File: src/rtl/olist_pkg.sv
`default_nettype none
package olist_pkg;

  localparam int DEPTH  = 64;
  localparam int ADDR_W = $clog2(DEPTH);
  localparam int CNT_W  = $clog2(DEPTH + 1);
  localparam int POS_W  = 8;
  localparam int CMP_W  = (CNT_W > POS_W) ? CNT_W : POS_W;
  localparam int DATA_W = 32;
  localparam int OUTC_W = 7;

  typedef logic [3:0]          op_t;
  typedef logic [2:0]          status_t;
  typedef logic [DATA_W-1:0]   word_t;
  typedef logic [ADDR_W-1:0]   addr_t;
  typedef logic [CNT_W-1:0]    cnt_t;
  typedef logic [OUTC_W-1:0]   outc_t;

  localparam op_t OP_ADD_FRONT  = 4'd0;
  localparam op_t OP_ADD_BACK   = 4'd1;
  localparam op_t OP_DEL_FRONT  = 4'd2;
  localparam op_t OP_DEL_BACK   = 4'd3;
  localparam op_t OP_INSERT_AT  = 4'd4;
  localparam op_t OP_REMOVE_AT  = 4'd5;
  localparam op_t OP_FIND       = 4'd6;
  localparam op_t OP_READ_AT    = 4'd7;
  localparam op_t OP_PEEK_FRONT = 4'd8;
  localparam op_t OP_PEEK_BACK  = 4'd9;

  localparam status_t ST_OK       = 3'd0;
  localparam status_t ST_EMPTY    = 3'd1;
  localparam status_t ST_BADIDX   = 3'd2;
  localparam status_t ST_FULL     = 3'd3;
  localparam status_t ST_NOTFOUND = 3'd4;

  localparam cnt_t CNT_FULL = CNT_W'(DEPTH);

  // reported counts wrap to the 7-bit output field
  function automatic outc_t cnt_to_out(input cnt_t c);
    logic [CNT_W+OUTC_W-1:0] w;
    w = {{OUTC_W{1'b0}}, c};
    return w[OUTC_W-1:0];
  endfunction

endpackage
`default_nettype wire

File: src/rtl/olist_if.sv
`default_nettype none
interface olist_in_if;
  logic                      valid;
  logic                      ready;
  logic [3:0]                operation;
  logic signed [31:0]        value;
  logic [7:0]                position;

  modport source (output valid, output operation, output value, output position,
                  input ready);
  modport sink (input valid, input operation, input value, input position,
                output ready);
endinterface

interface olist_out_if;
  logic                      valid;
  logic                      ready;
  logic [2:0]                status;
  logic signed [31:0]        data_out;
  logic [6:0]                found_index;
  logic [6:0]                item_count;

  modport source (output valid, output status, output data_out, output found_index,
                  output item_count, input ready);
  modport sink (input valid, input status, input data_out, input found_index,
                input item_count, output ready);
endinterface
`default_nettype wire

File: src/rtl/olist_ram.sv
`default_nettype none
module olist_ram (
  input  wire logic            clk,
  input  wire logic            we,
  input  wire olist_pkg::addr_t waddr,
  input  wire olist_pkg::word_t wdata,
  input  wire olist_pkg::addr_t raddr,
  output olist_pkg::word_t     rdata
);

  olist_pkg::word_t mem [olist_pkg::DEPTH];

  always_ff @(posedge clk) begin
    if (we) begin
      mem[waddr] <= wdata;
    end
    rdata <= mem[raddr];
  end

endmodule
`default_nettype wire

File: src/rtl/ordered_list_engine_top.sv
`default_nettype none
// Ordered list of up to DEPTH signed 32-bit entries, kept packed in list order in a
// single-port-read, single-port-write memory. One request is worked at a time and
// gives exactly one response. Rejected requests (full, empty, bad index, find on an
// empty list) and unknown operations go straight to the finish state, and appends
// write the new entry directly. Reads, peeks and deletes from the back read one
// entry. Deletes from the front, removes and finds walk the memory one entry per
// cycle through its one read port: from the position to the end of the list, or up
// to the first match. Inserts in front of the last entry first move each entry from
// the position on one place up, then write the new value. The response sits in an
// output register, so the request side is free again in the cycle after it is
// loaded. A stalled sink holds the finished request until the output register frees.
// No clearing pass is needed after reset.
module ordered_list_engine_top (
  input  wire logic    clk,
  input  wire logic    rst_n,
  olist_in_if.sink     in_ch,
  olist_out_if.source  out_ch
);

  localparam logic [1:0] S_IDLE = 2'd0;
  localparam logic [1:0] S_WALK = 2'd1;
  localparam logic [1:0] S_PUT  = 2'd2;
  localparam logic [1:0] S_FIN  = 2'd3;

  localparam logic [1:0] K_INS  = 2'd0;
  localparam logic [1:0] K_REM  = 2'd1;
  localparam logic [1:0] K_FIND = 2'd2;
  localparam logic [1:0] K_READ = 2'd3;

  logic [1:0]            state_r;
  logic [1:0]            kind_r;
  olist_pkg::cnt_t       cnt_r;
  olist_pkg::addr_t      ptr_r;
  olist_pkg::addr_t      stop_r;
  olist_pkg::addr_t      idx_r;
  olist_pkg::addr_t      q_r;
  logic                  issue_r;
  logic                  pend_r;
  olist_pkg::word_t      val_r;
  olist_pkg::status_t    res_status_r;
  olist_pkg::word_t      res_data_r;
  olist_pkg::outc_t      res_fidx_r;

  logic                  out_valid_r;
  olist_pkg::status_t    out_status_r;
  olist_pkg::word_t      out_data_r;
  olist_pkg::outc_t      out_fidx_r;
  olist_pkg::outc_t      out_count_r;

  logic                  in_fire;
  logic                  out_load;
  logic                  is_empty;
  logic                  is_full;
  logic                  pos_lt;
  logic                  append;
  logic [olist_pkg::CMP_W-1:0] pos_wide;
  olist_pkg::addr_t      pos_idx;
  olist_pkg::addr_t      last_idx;
  olist_pkg::addr_t      cnt_idx;

  logic                  ram_we;
  olist_pkg::addr_t      ram_waddr;
  olist_pkg::word_t      ram_wdata;
  olist_pkg::word_t      ram_rdata;

  olist_ram u_ram (
    .clk   (clk),
    .we    (ram_we),
    .waddr (ram_waddr),
    .wdata (ram_wdata),
    .raddr (ptr_r),
    .rdata (ram_rdata)
  );

  assign in_ch.ready        = (state_r == S_IDLE);
  assign in_fire            = in_ch.valid && in_ch.ready;
  assign out_load           = (state_r == S_FIN) && (!out_valid_r || out_ch.ready);

  assign out_ch.valid       = out_valid_r;
  assign out_ch.status      = out_status_r;
  assign out_ch.data_out    = out_data_r;
  assign out_ch.found_index = out_fidx_r;
  assign out_ch.item_count  = out_count_r;

  always_comb begin
    is_empty = (cnt_r == '0);
    is_full  = (cnt_r == olist_pkg::CNT_FULL);
    pos_wide = olist_pkg::CMP_W'(in_ch.position);
    pos_lt   = (pos_wide < olist_pkg::CMP_W'(cnt_r));
    // only used as an address when below the count, so it fits
    pos_idx  = pos_wide[olist_pkg::ADDR_W-1:0];
    cnt_idx  = cnt_r[olist_pkg::ADDR_W-1:0];
    last_idx = cnt_idx - 1'b1;
    append   = is_empty || (in_ch.operation == olist_pkg::OP_ADD_BACK) ||
               ((in_ch.operation == olist_pkg::OP_INSERT_AT) && !pos_lt);
  end

  // memory write port: shifting during a walk, or the new value
  always_comb begin
    ram_we    = 1'b0;
    ram_waddr = idx_r;
    ram_wdata = val_r;
    if (state_r == S_PUT) begin
      ram_we = 1'b1;
    end else if ((state_r == S_WALK) && pend_r) begin
      case (kind_r)
        K_INS: begin
          ram_we    = 1'b1;
          ram_waddr = q_r + 1'b1;
          ram_wdata = ram_rdata;
        end
        K_REM: begin
          if (q_r != idx_r) begin
            ram_we    = 1'b1;
            ram_waddr = q_r - 1'b1;
            ram_wdata = ram_rdata;
          end
        end
        default: begin
          ram_we = 1'b0;
        end
      endcase
    end
  end

  always_ff @(posedge clk) begin
    if (!rst_n) begin
      state_r     <= S_IDLE;
      cnt_r       <= '0;
      issue_r     <= 1'b0;
      pend_r      <= 1'b0;
      out_valid_r <= 1'b0;
    end else begin
      if (out_load) begin
        out_valid_r <= 1'b1;
      end else if (out_ch.ready) begin
        out_valid_r <= 1'b0;
      end

      unique case (state_r)
        S_IDLE: begin
          if (in_fire) begin
            val_r        <= in_ch.value;
            res_data_r   <= '0;
            res_fidx_r   <= (in_ch.operation == olist_pkg::OP_FIND) ?
                            olist_pkg::cnt_to_out(cnt_r) : '0;
            issue_r      <= 1'b1;
            pend_r       <= 1'b0;
            unique case (in_ch.operation) inside
              olist_pkg::OP_ADD_FRONT, olist_pkg::OP_ADD_BACK,
              olist_pkg::OP_INSERT_AT: begin
                if (is_full) begin
                  res_status_r <= olist_pkg::ST_FULL;
                  state_r      <= S_FIN;
                end else if (append) begin
                  res_status_r <= olist_pkg::ST_OK;
                  idx_r        <= cnt_idx;
                  state_r      <= S_PUT;
                end else begin
                  res_status_r <= olist_pkg::ST_OK;
                  kind_r  <= K_INS;
                  idx_r   <= (in_ch.operation == olist_pkg::OP_ADD_FRONT) ? '0 : pos_idx;
                  stop_r  <= (in_ch.operation == olist_pkg::OP_ADD_FRONT) ? '0 : pos_idx;
                  ptr_r   <= last_idx;
                  state_r <= S_WALK;
                end
              end
              olist_pkg::OP_DEL_FRONT, olist_pkg::OP_DEL_BACK: begin
                if (is_empty) begin
                  res_status_r <= olist_pkg::ST_EMPTY;
                  state_r      <= S_FIN;
                end else begin
                  res_status_r <= olist_pkg::ST_OK;
                  kind_r  <= K_REM;
                  idx_r   <= (in_ch.operation == olist_pkg::OP_DEL_FRONT) ? '0 : last_idx;
                  ptr_r   <= (in_ch.operation == olist_pkg::OP_DEL_FRONT) ? '0 : last_idx;
                  stop_r  <= last_idx;
                  state_r <= S_WALK;
                end
              end
              olist_pkg::OP_REMOVE_AT: begin
                if (!pos_lt) begin
                  res_status_r <= olist_pkg::ST_BADIDX;
                  state_r      <= S_FIN;
                end else begin
                  res_status_r <= olist_pkg::ST_OK;
                  kind_r  <= K_REM;
                  idx_r   <= pos_idx;
                  ptr_r   <= pos_idx;
                  stop_r  <= last_idx;
                  state_r <= S_WALK;
                end
              end
              olist_pkg::OP_FIND: begin
                res_status_r <= olist_pkg::ST_NOTFOUND;
                if (!is_empty) begin
                  kind_r  <= K_FIND;
                  ptr_r   <= '0;
                  stop_r  <= last_idx;
                  state_r <= S_WALK;
                end else begin
                  state_r <= S_FIN;
                end
              end
              olist_pkg::OP_READ_AT: begin
                if (!pos_lt) begin
                  res_status_r <= olist_pkg::ST_BADIDX;
                  state_r      <= S_FIN;
                end else begin
                  res_status_r <= olist_pkg::ST_OK;
                  kind_r  <= K_READ;
                  ptr_r   <= pos_idx;
                  stop_r  <= pos_idx;
                  state_r <= S_WALK;
                end
              end
              olist_pkg::OP_PEEK_FRONT, olist_pkg::OP_PEEK_BACK: begin
                if (is_empty) begin
                  res_status_r <= olist_pkg::ST_EMPTY;
                  state_r      <= S_FIN;
                end else begin
                  res_status_r <= olist_pkg::ST_OK;
                  kind_r  <= K_READ;
                  ptr_r   <= (in_ch.operation == olist_pkg::OP_PEEK_FRONT) ? '0 : last_idx;
                  stop_r  <= (in_ch.operation == olist_pkg::OP_PEEK_FRONT) ? '0 : last_idx;
                  state_r <= S_WALK;
                end
              end
              default: begin
                res_status_r <= olist_pkg::ST_OK;
                state_r      <= S_FIN;
              end
            endcase
          end
        end

        S_WALK: begin
          // one read issued per cycle, data comes back the cycle after
          if (issue_r) begin
            pend_r <= 1'b1;
            q_r    <= ptr_r;
            if (ptr_r == stop_r) begin
              issue_r <= 1'b0;
            end else if (kind_r == K_INS) begin
              ptr_r <= ptr_r - 1'b1;
            end else begin
              ptr_r <= ptr_r + 1'b1;
            end
          end else begin
            pend_r <= 1'b0;
          end

          if (pend_r) begin
            case (kind_r)
              K_INS: begin
                if (q_r == idx_r) begin
                  state_r <= S_PUT;
                end
              end
              K_REM: begin
                if (q_r == idx_r) begin
                  res_data_r <= ram_rdata;
                end
                if (q_r == stop_r) begin
                  cnt_r   <= cnt_r - 1'b1;
                  state_r <= S_FIN;
                end
              end
              K_FIND: begin
                if (ram_rdata == val_r) begin
                  res_status_r <= olist_pkg::ST_OK;
                  res_fidx_r   <= olist_pkg::cnt_to_out(olist_pkg::CNT_W'(q_r));
                  state_r      <= S_FIN;
                end else if (q_r == stop_r) begin
                  state_r <= S_FIN;
                end
              end
              default: begin
                res_data_r <= ram_rdata;
                state_r    <= S_FIN;
              end
            endcase
          end
        end

        S_PUT: begin
          cnt_r   <= cnt_r + 1'b1;
          state_r <= S_FIN;
        end

        S_FIN: begin
          if (out_load) begin
            state_r <= S_IDLE;
          end
        end

        default: begin
          state_r <= S_IDLE;
        end
      endcase
    end
  end

  always_ff @(posedge clk) begin
    if (out_load) begin
      out_status_r <= res_status_r;
      out_data_r   <= res_data_r;
      out_fidx_r   <= res_fidx_r;
      out_count_r  <= olist_pkg::cnt_to_out(cnt_r);
    end
  end

endmodule
`default_nettype wire

File: src/flat_wrapper.sv
// flat-port wrapper written by rule: the top's interface ports become plain ports
module ordered_list_engine_top_flat 
  (clk, rst_n, in_ch_valid, in_ch_operation, in_ch_value, in_ch_position, in_ch_ready, out_ch_valid, out_ch_status, out_ch_data_out, out_ch_found_index, out_ch_item_count, out_ch_ready);
  olist_in_if in_ch_i ();
  olist_out_if out_ch_i ();
  input  wire logic clk;
  input  wire logic rst_n;
  input wire logic [$bits(in_ch_i.valid)-1:0] in_ch_valid;
  input wire logic [$bits(in_ch_i.operation)-1:0] in_ch_operation;
  input wire logic [$bits(in_ch_i.value)-1:0] in_ch_value;
  input wire logic [$bits(in_ch_i.position)-1:0] in_ch_position;
  output wire logic [$bits(in_ch_i.ready)-1:0] in_ch_ready;
  output wire logic [$bits(out_ch_i.valid)-1:0] out_ch_valid;
  output wire logic [$bits(out_ch_i.status)-1:0] out_ch_status;
  output wire logic [$bits(out_ch_i.data_out)-1:0] out_ch_data_out;
  output wire logic [$bits(out_ch_i.found_index)-1:0] out_ch_found_index;
  output wire logic [$bits(out_ch_i.item_count)-1:0] out_ch_item_count;
  input wire logic [$bits(out_ch_i.ready)-1:0] out_ch_ready;
  assign in_ch_i.valid = in_ch_valid;
  assign in_ch_i.operation = in_ch_operation;
  assign in_ch_i.value = in_ch_value;
  assign in_ch_i.position = in_ch_position;
  assign in_ch_ready = in_ch_i.ready;
  assign out_ch_valid = out_ch_i.valid;
  assign out_ch_status = out_ch_i.status;
  assign out_ch_data_out = out_ch_i.data_out;
  assign out_ch_found_index = out_ch_i.found_index;
  assign out_ch_item_count = out_ch_i.item_count;
  assign out_ch_i.ready = out_ch_ready;
  ordered_list_engine_top u_core (.clk(clk), .rst_n(rst_n), .in_ch(in_ch_i), .out_ch(out_ch_i));
endmodule
File: config.mk
export PLATFORM = sky130hd
export DESIGN_NAME = ordered_list_engine_top_flat
export DESIGN_NICKNAME = d
export VERILOG_FILES = /design/src/rtl/olist_pkg.sv /design/src/rtl/olist_if.sv /design/src/rtl/olist_ram.sv /design/src/rtl/ordered_list_engine_top.sv /design/src/flat_wrapper.sv
export SDC_FILE = /design/constraint.sdc
export NUM_CORES = 2
export LEC_CHECK = 0
export ABC_AREA = 0
export BUFFER_PORTS_ARGS = -buffer_cell sky130_fd_sc_hd__buf_2
export CAP_MARGIN = 5
export CORE_MARGIN = 4
export CORE_UTILIZATION = 25
export DETAILED_ROUTE_END_ITERATION = 7
export GPL_TIMING_DRIVEN = 0
export PLACE_DENSITY_LB_ADDON = 0.08
export SETUP_SLACK_MARGIN = 0.4
export SYNTH_ARGS = -nofsm -noshare
export SYNTH_HDL_FRONTEND = slang
export SYNTH_SLANG_ARGS = --single-unit
File: constraint.sdc
create_clock -name clk -period 11.9 [get_ports clk]
set_clock_uncertainty 0.15 [all_clocks]
set_input_delay 1.785 -clock clk [delete_from_list [all_inputs] [get_ports clk]]
set_output_delay 1.785 -clock clk [all_outputs]
set_load 0.02 [all_outputs]
---- Yosys cells after proc, flatten, opt, wreduce, memory -nomap -nowiden ----
Memories as Yosys holds them, arrays and structs flattened. A register that Yosys moved wholly into a read port is not among the register bits.
Cells that the tools add are included.
cells by class
  add/subtract/negate cells ............... 7
  magnitude comparators ................... 1
  eq/ne operators ......................... 47
  muxes and demuxes ....................... 91
  reductions and logical operators ........ 38
operator list
  operator             number
  $mux 32              6
  $pmux 32 s2          3
  $mux 6               22
  $pmux 6 s5           2
  $mux 7               8
  $mux 2               19
  $eq 32x32->1         1
  $pmux 7 s2           2
  $ne 2x2->1 const B   13
  $ne 3x3->1 const B   8
  $pmux 6 s2           2
  $eq 6x6->1           3
  $pmux 6 s3           1
  $sub 6x1->6 const B  3
  $eq 4x3->1 const B   4
  $mux 1               13
  $add 6x1->6 const B  2
  $mux 3               4
  $pmux 2 s3           2
  $pmux 2 s6           1
  $pmux 3 s4           1
  $reduce_and 12->1    1
  $reduce_and 6->1     2
  $reduce_and 11->1    1
  other kinds (34)     60
word-level totals
  flip-flop bits (word level) ............. 161
  memory bits (writable) .................. 2048
  input port bits ......................... 48
  word-level logic and storage cells ...... 203
  memories kept ........................... 1
memories
  memory            depth  bits a word  read ports  clocked after memory_dff  write ports  line             text
  u_core.u_ram.mem  64     32           1           1                         1            olist_ram.sv:11  olist_pkg::word_t mem [olist_pkg::DEPTH];

---- Longest topological paths before layout ----
  word-level depth ........................ 9
  mapped depth ............................ 12
  gate-level depth less buffers ........... 9

---- Modules after synthesis ----
Synthesis repeated with hierarchy kept, for this count alone.
second synthesis, totals
  cell total of the unflattened synthesis .. 4229
  area total of the unflattened synthesis .. 87264.9 um^2
by module, submodules not included
  module                   times used  cells each  area each (um^2)
  olist_ram                1           3511        79039.6
  ordered_list_engine_top  1           718         8225.4

---- Worst setup path before layout ----
Ideal clock, no wire load.
  kind .................................... reg2reg
  start ................................... register u_core.q_r[0]
  end ..................................... memory u_core.u_ram.mem[24][0] in the netlist's numbering (enable)
  arrival ................................. 4.329 ns
  required time ........................... 11.289 ns
  setup slack ............................. 6.960 ns
  stages on the path, launching flop included .. 8
  buffers on the path ..................... 1
  period minus slack after synthesis ...... 4.940 ns
  cell sequence ........................... edfxtp_1 -> buf_2 -> or4_1 -> nor2_1 -> xor2_1 -> a221oi_2 -> nand2_1 -> nor3_1
on the way
  word-level cells in the longest chain between the ends .. 7
RTL lines
  element                                                              line                            text
  start, declared                                                      ordered_list_engine_top.sv:37   olist_pkg::addr_t q_r;
  start signal, assigned                                               ordered_list_engine_top.sv:242  q_r <= ptr_r;
  parallel branches: the longest is 7 deep, another holds $sub 6x1->6  n/a
  end, declared                                                        olist_ram.sv:11
Parallel ways; which one is timed is not known.

==> flow_metrics.env <==
export IMPL_status="finished clean"
export IMPL_area_growth_pct=21.9
export IMPL_p_total_w=0.0201
export IMPL_postCtsSetupRepairBufs=0
export IMPL_hold_path_class="flip-flop to flip-flop"
export IMPL_drtIter0Drc=4422
export IMPL_synth_edf_count=2197
export IMPL_nFillCells=33000
export IMPL_die_height_um=597
export IMPL_drive_gt1_share_pct=33.8
export IMPL_vdd_drop_max_mv=0.112
export IMPL_cts_tree="built"
export IMPL_port_buffer_count=98
export IMPL_fin_tns_setup_ps=0
export IMPL_worstMarginPinSlew_ps=1420
export IMPL_rsz0062_at_grt="no"
export IMPL_cp_top_family="buffers and inverters"
export IMPL_ys_warn_count=0
export IMPL_overflow=0
export IMPL_worstPathMaxFanout=10
export IMPL_setup_violations=0
export IMPL_crit_path_max_incr_delay_ps=1100
export IMPL_crit_type="flip-flop to flip-flop"
export IMPL_syn_area_mm2=0.0866
export IMPL_synth_top_flop_cell="edfxtp_1"
export IMPL_initial_core_util_pct=25.2
export IMPL_vias=42900
export IMPL_cts_sinks=2241
export IMPL_crit_slowest_cell="o22ai_1"
export IMPL_synth_cells=3783
export IMPL_grtUsageTotal_pct=17.4
export IMPL_cts_resized=0
export IMPL_drt_wl_total_um=315000
export IMPL_worstPathRequired_ps=12460
export IMPL_ctsHoldBuffers=0
export IMPL_clock_root_buffer="clkbuf_16"
export IMPL_routedWlPerCell_um=34.2
export IMPL_drv_cap=0
export IMPL_final_area_mm2=0.106
export IMPL_multiInputGateArea_mm2=0.0194
export IMPL_worstSetupEndpointType="flip-flop"
export IMPL_final_common_cell="edfxtp_1"
export IMPL_dieArea_mm2=0.356
export IMPL_clk_pin_slew_ps=60
export IMPL_avgSynthCellArea_um2=22.9
export IMPL_hold_viol=0
export IMPL_dp_hpwl_um=223000
export IMPL_cts_buffer_depth=4
export IMPL_synth_seq_cells=2241
export IMPL_crit_chain="buf_2, clkbuf_1, buf_1, buf_2, mux4_2, o22ai_1, nor2_1"
export IMPL_via_per_inst=4.66
export IMPL_ys_seq_area_share_pct=77.2
export IMPL_die_x_um=597
export IMPL_crit_arrival_ps=6120
export IMPL_slew_headroom_pct=5.15
export IMPL_regArea_mm2=0.0669
export IMPL_crit_buf_inv=4
export IMPL_drcViolationCount=0
export IMPL_cp_common_cell="buf_2"
export IMPL_synth_nets=3851
export IMPL_design_core_area_mm2=0.344
export IMPL_grt_max_degree=65
export IMPL_dpl_instance_area_mm2=0.0972
export IMPL_finalMaxSlewViolations=0
export IMPL_final_cell_mix="2,197 x edfxtp_1, 619 x mux4_2, 278 x clkbuf_16"
export IMPL_num_nets_final=4511
export IMPL_cts_made_buffers=272
export IMPL_rows=215
export IMPL_ios=99
export IMPL_synth_distinct_cells=72
export IMPL_h_tree_depth=5
export IMPL_fin_crit_sh_pct=46.8
export IMPL_layout_min_cycle_time_ps=5570
export IMPL_pwr_density_cell_mw_per_mm2=191
export IMPL_antenna_found_initial=36
export IMPL_gp_congestion=0.847
export IMPL_start_kind="flip-flop"
export IMPL_insertion_delay_ps=890
export IMPL_synth_async_reset_ratio_pct=0
export IMPL_leakagePower_nw=33.1
export IMPL_drt_first_pass_iters=7
export IMPL_grt_pass1_wl_um=418000
export IMPL_fmax_ghz=0.180
export IMPL_grt_pass1_vias=44100
export IMPL_ant_nets=0
[through the flow]
| stage | hold WS [ps] | instances | utilization, % | setup slack (ps) |
|---|---|---|---|---|
| floorplan | 250 | 3783 | - | 6960 |
| global placement | 259 | 8438 | 27.0 | 1590 |
| global route | 265 | 9206 | 30.7 | 6130 |
| CTS | 269 | 9200 | 30.7 | 6150 |
| finish | 270 | 9216 | 30.7 | 6330 |
| detailed placement | 257 | 8722 | 28.3 | 6190 |
[registers in the layout, indices dropped and copies added, names as in the netlist]
register	flops
u_core.out_ch.status	3
u_core.stop_r	6
u_core.res_fidx_r	7
u_core.q_r	6
u_core.u_ram.rdata	32
u_core.res_status_r	3
u_core.u_ram.mem	2048
u_core.ptr_r	6
u_core.idx_r	6
u_core.pend_r	1
u_core.res_data_r	32
u_core.kind_r	2
u_core.out_ch.valid	1
u_core.cnt_r	7
u_core.out_ch.found_index	7
u_core.out_ch.data_out	32
u_core.val_r	32
u_core.issue_r	1
u_core.out_ch.item_count	7
u_core.state_r	2
[Yosys cell counts (all sizes together), types with 3 or more instances]
library cell	n	area [um2]
edfxtp	2197	66000
mux4	619	13900
clkbuf	101	379
buf	99	475
nor2	75	282
a22oi	71	533
nor3	62	315
mux2i	52	521
nand2	52	195
xor2	47	412
dfxtp	44	881
and2	38	238
mux2	32	360
a21oi	31	155
o22ai	26	163
inv	25	93.8
xnor2	25	219
ha	18	225
nand3	18	90.1
nor2b	18	113
o21ai	17	88.8
nor4	12	96.3
a221oi	10	100
nand2b	10	65.1
a21o	7	53.8
nand4	7	43.8
a2111oi	6	77.6
a211oi	6	45.0
a22o	4	35.0
o311ai	4	35.0
or3	4	25.0
or4	4	30.0
and3	3	18.8
o211ai	3	22.5
o21a	3	22.5
or2	3	18.8
[worst paths after layout]
path | start | slack (ps) | endpoint | depth (start not counted)
setup / recovery | u_core.ptr_r[2] | 6330 | u_core.u_ram.rdata[6] | 7
hold reg to reg | u_core.res_data_r[23] | 270 | u_core.out_ch.data_out[23] | 0
setup reg to reg | u_core.ptr_r[2] | 6330 | u_core.u_ram.rdata[6] | 7
hold / removal | u_core.res_data_r[23] | 270 | u_core.out_ch.data_out[23] | 0
[metal layers]
metal  GRT usage (%)  vias up  part of all wire (%)
li1                -    17500                     -
met1            23.3    23700                    43
met2            28.8     1372                    48
met3            3.15      367                   5.8
met4            5.05        2                   3.1
met5           0.379        -                 0.060
[report_power, final]
group / switching (W) / internal, W / leakage [nW]
registers: 0.000158 / 0.00895 / 20.2
logic: 0.00209 / 0.00109 / 8.93
clock network: 0.00332 / 0.00454 / 4.04
total: 0.00557 / 0.0146 / 33.1
[cell families (layout without fill, tap and decap cells)]
family | Yosys count | count (layout) | share of synthesized area, %
flip-flops | 2241 | 2241 | 77.2
multiplexers | 703 | 703 | 17.1
AND/OR/NAND/NOR | 311 | 311 | 1.83
buffers and inverters | 226 | 1090 | 1.10
AO/OA/AOI/OAI | 210 | 210 | 1.78
XOR/XNOR | 72 | 72 | 0.728
adder cells (fa/ha/maj) | 20 | 20 | 0.306
other | 0 | 12 | 0
[worst register-to-register path, delay by kind of cell, from the launching register on]
| family | cells | cell delay [ps] |
|---|---|---|
| AOI/OAI and AO/OA | 1 | 1100 |
| muxes | 1 | 740 |
| DFF | 1 | 460 |
| and+or+nand+nor | 1 | 70 |
| buffers and inverters | 4 | 2890 |
[layout make-up]
class	instances	area share, %
Inverter	26	0.0924
Timing Repair Buffer	386	4.14
Antenna cell	12	0.0284
Clock inverter	132	0.974
Buffer	200	0.827
Clock buffer	346	6.87
Multi-Input combinational cell	1316	18.4
Sequential cell	2241	63.3
Tap cell	4557	5.40
(Power assumes the default switching activity.)
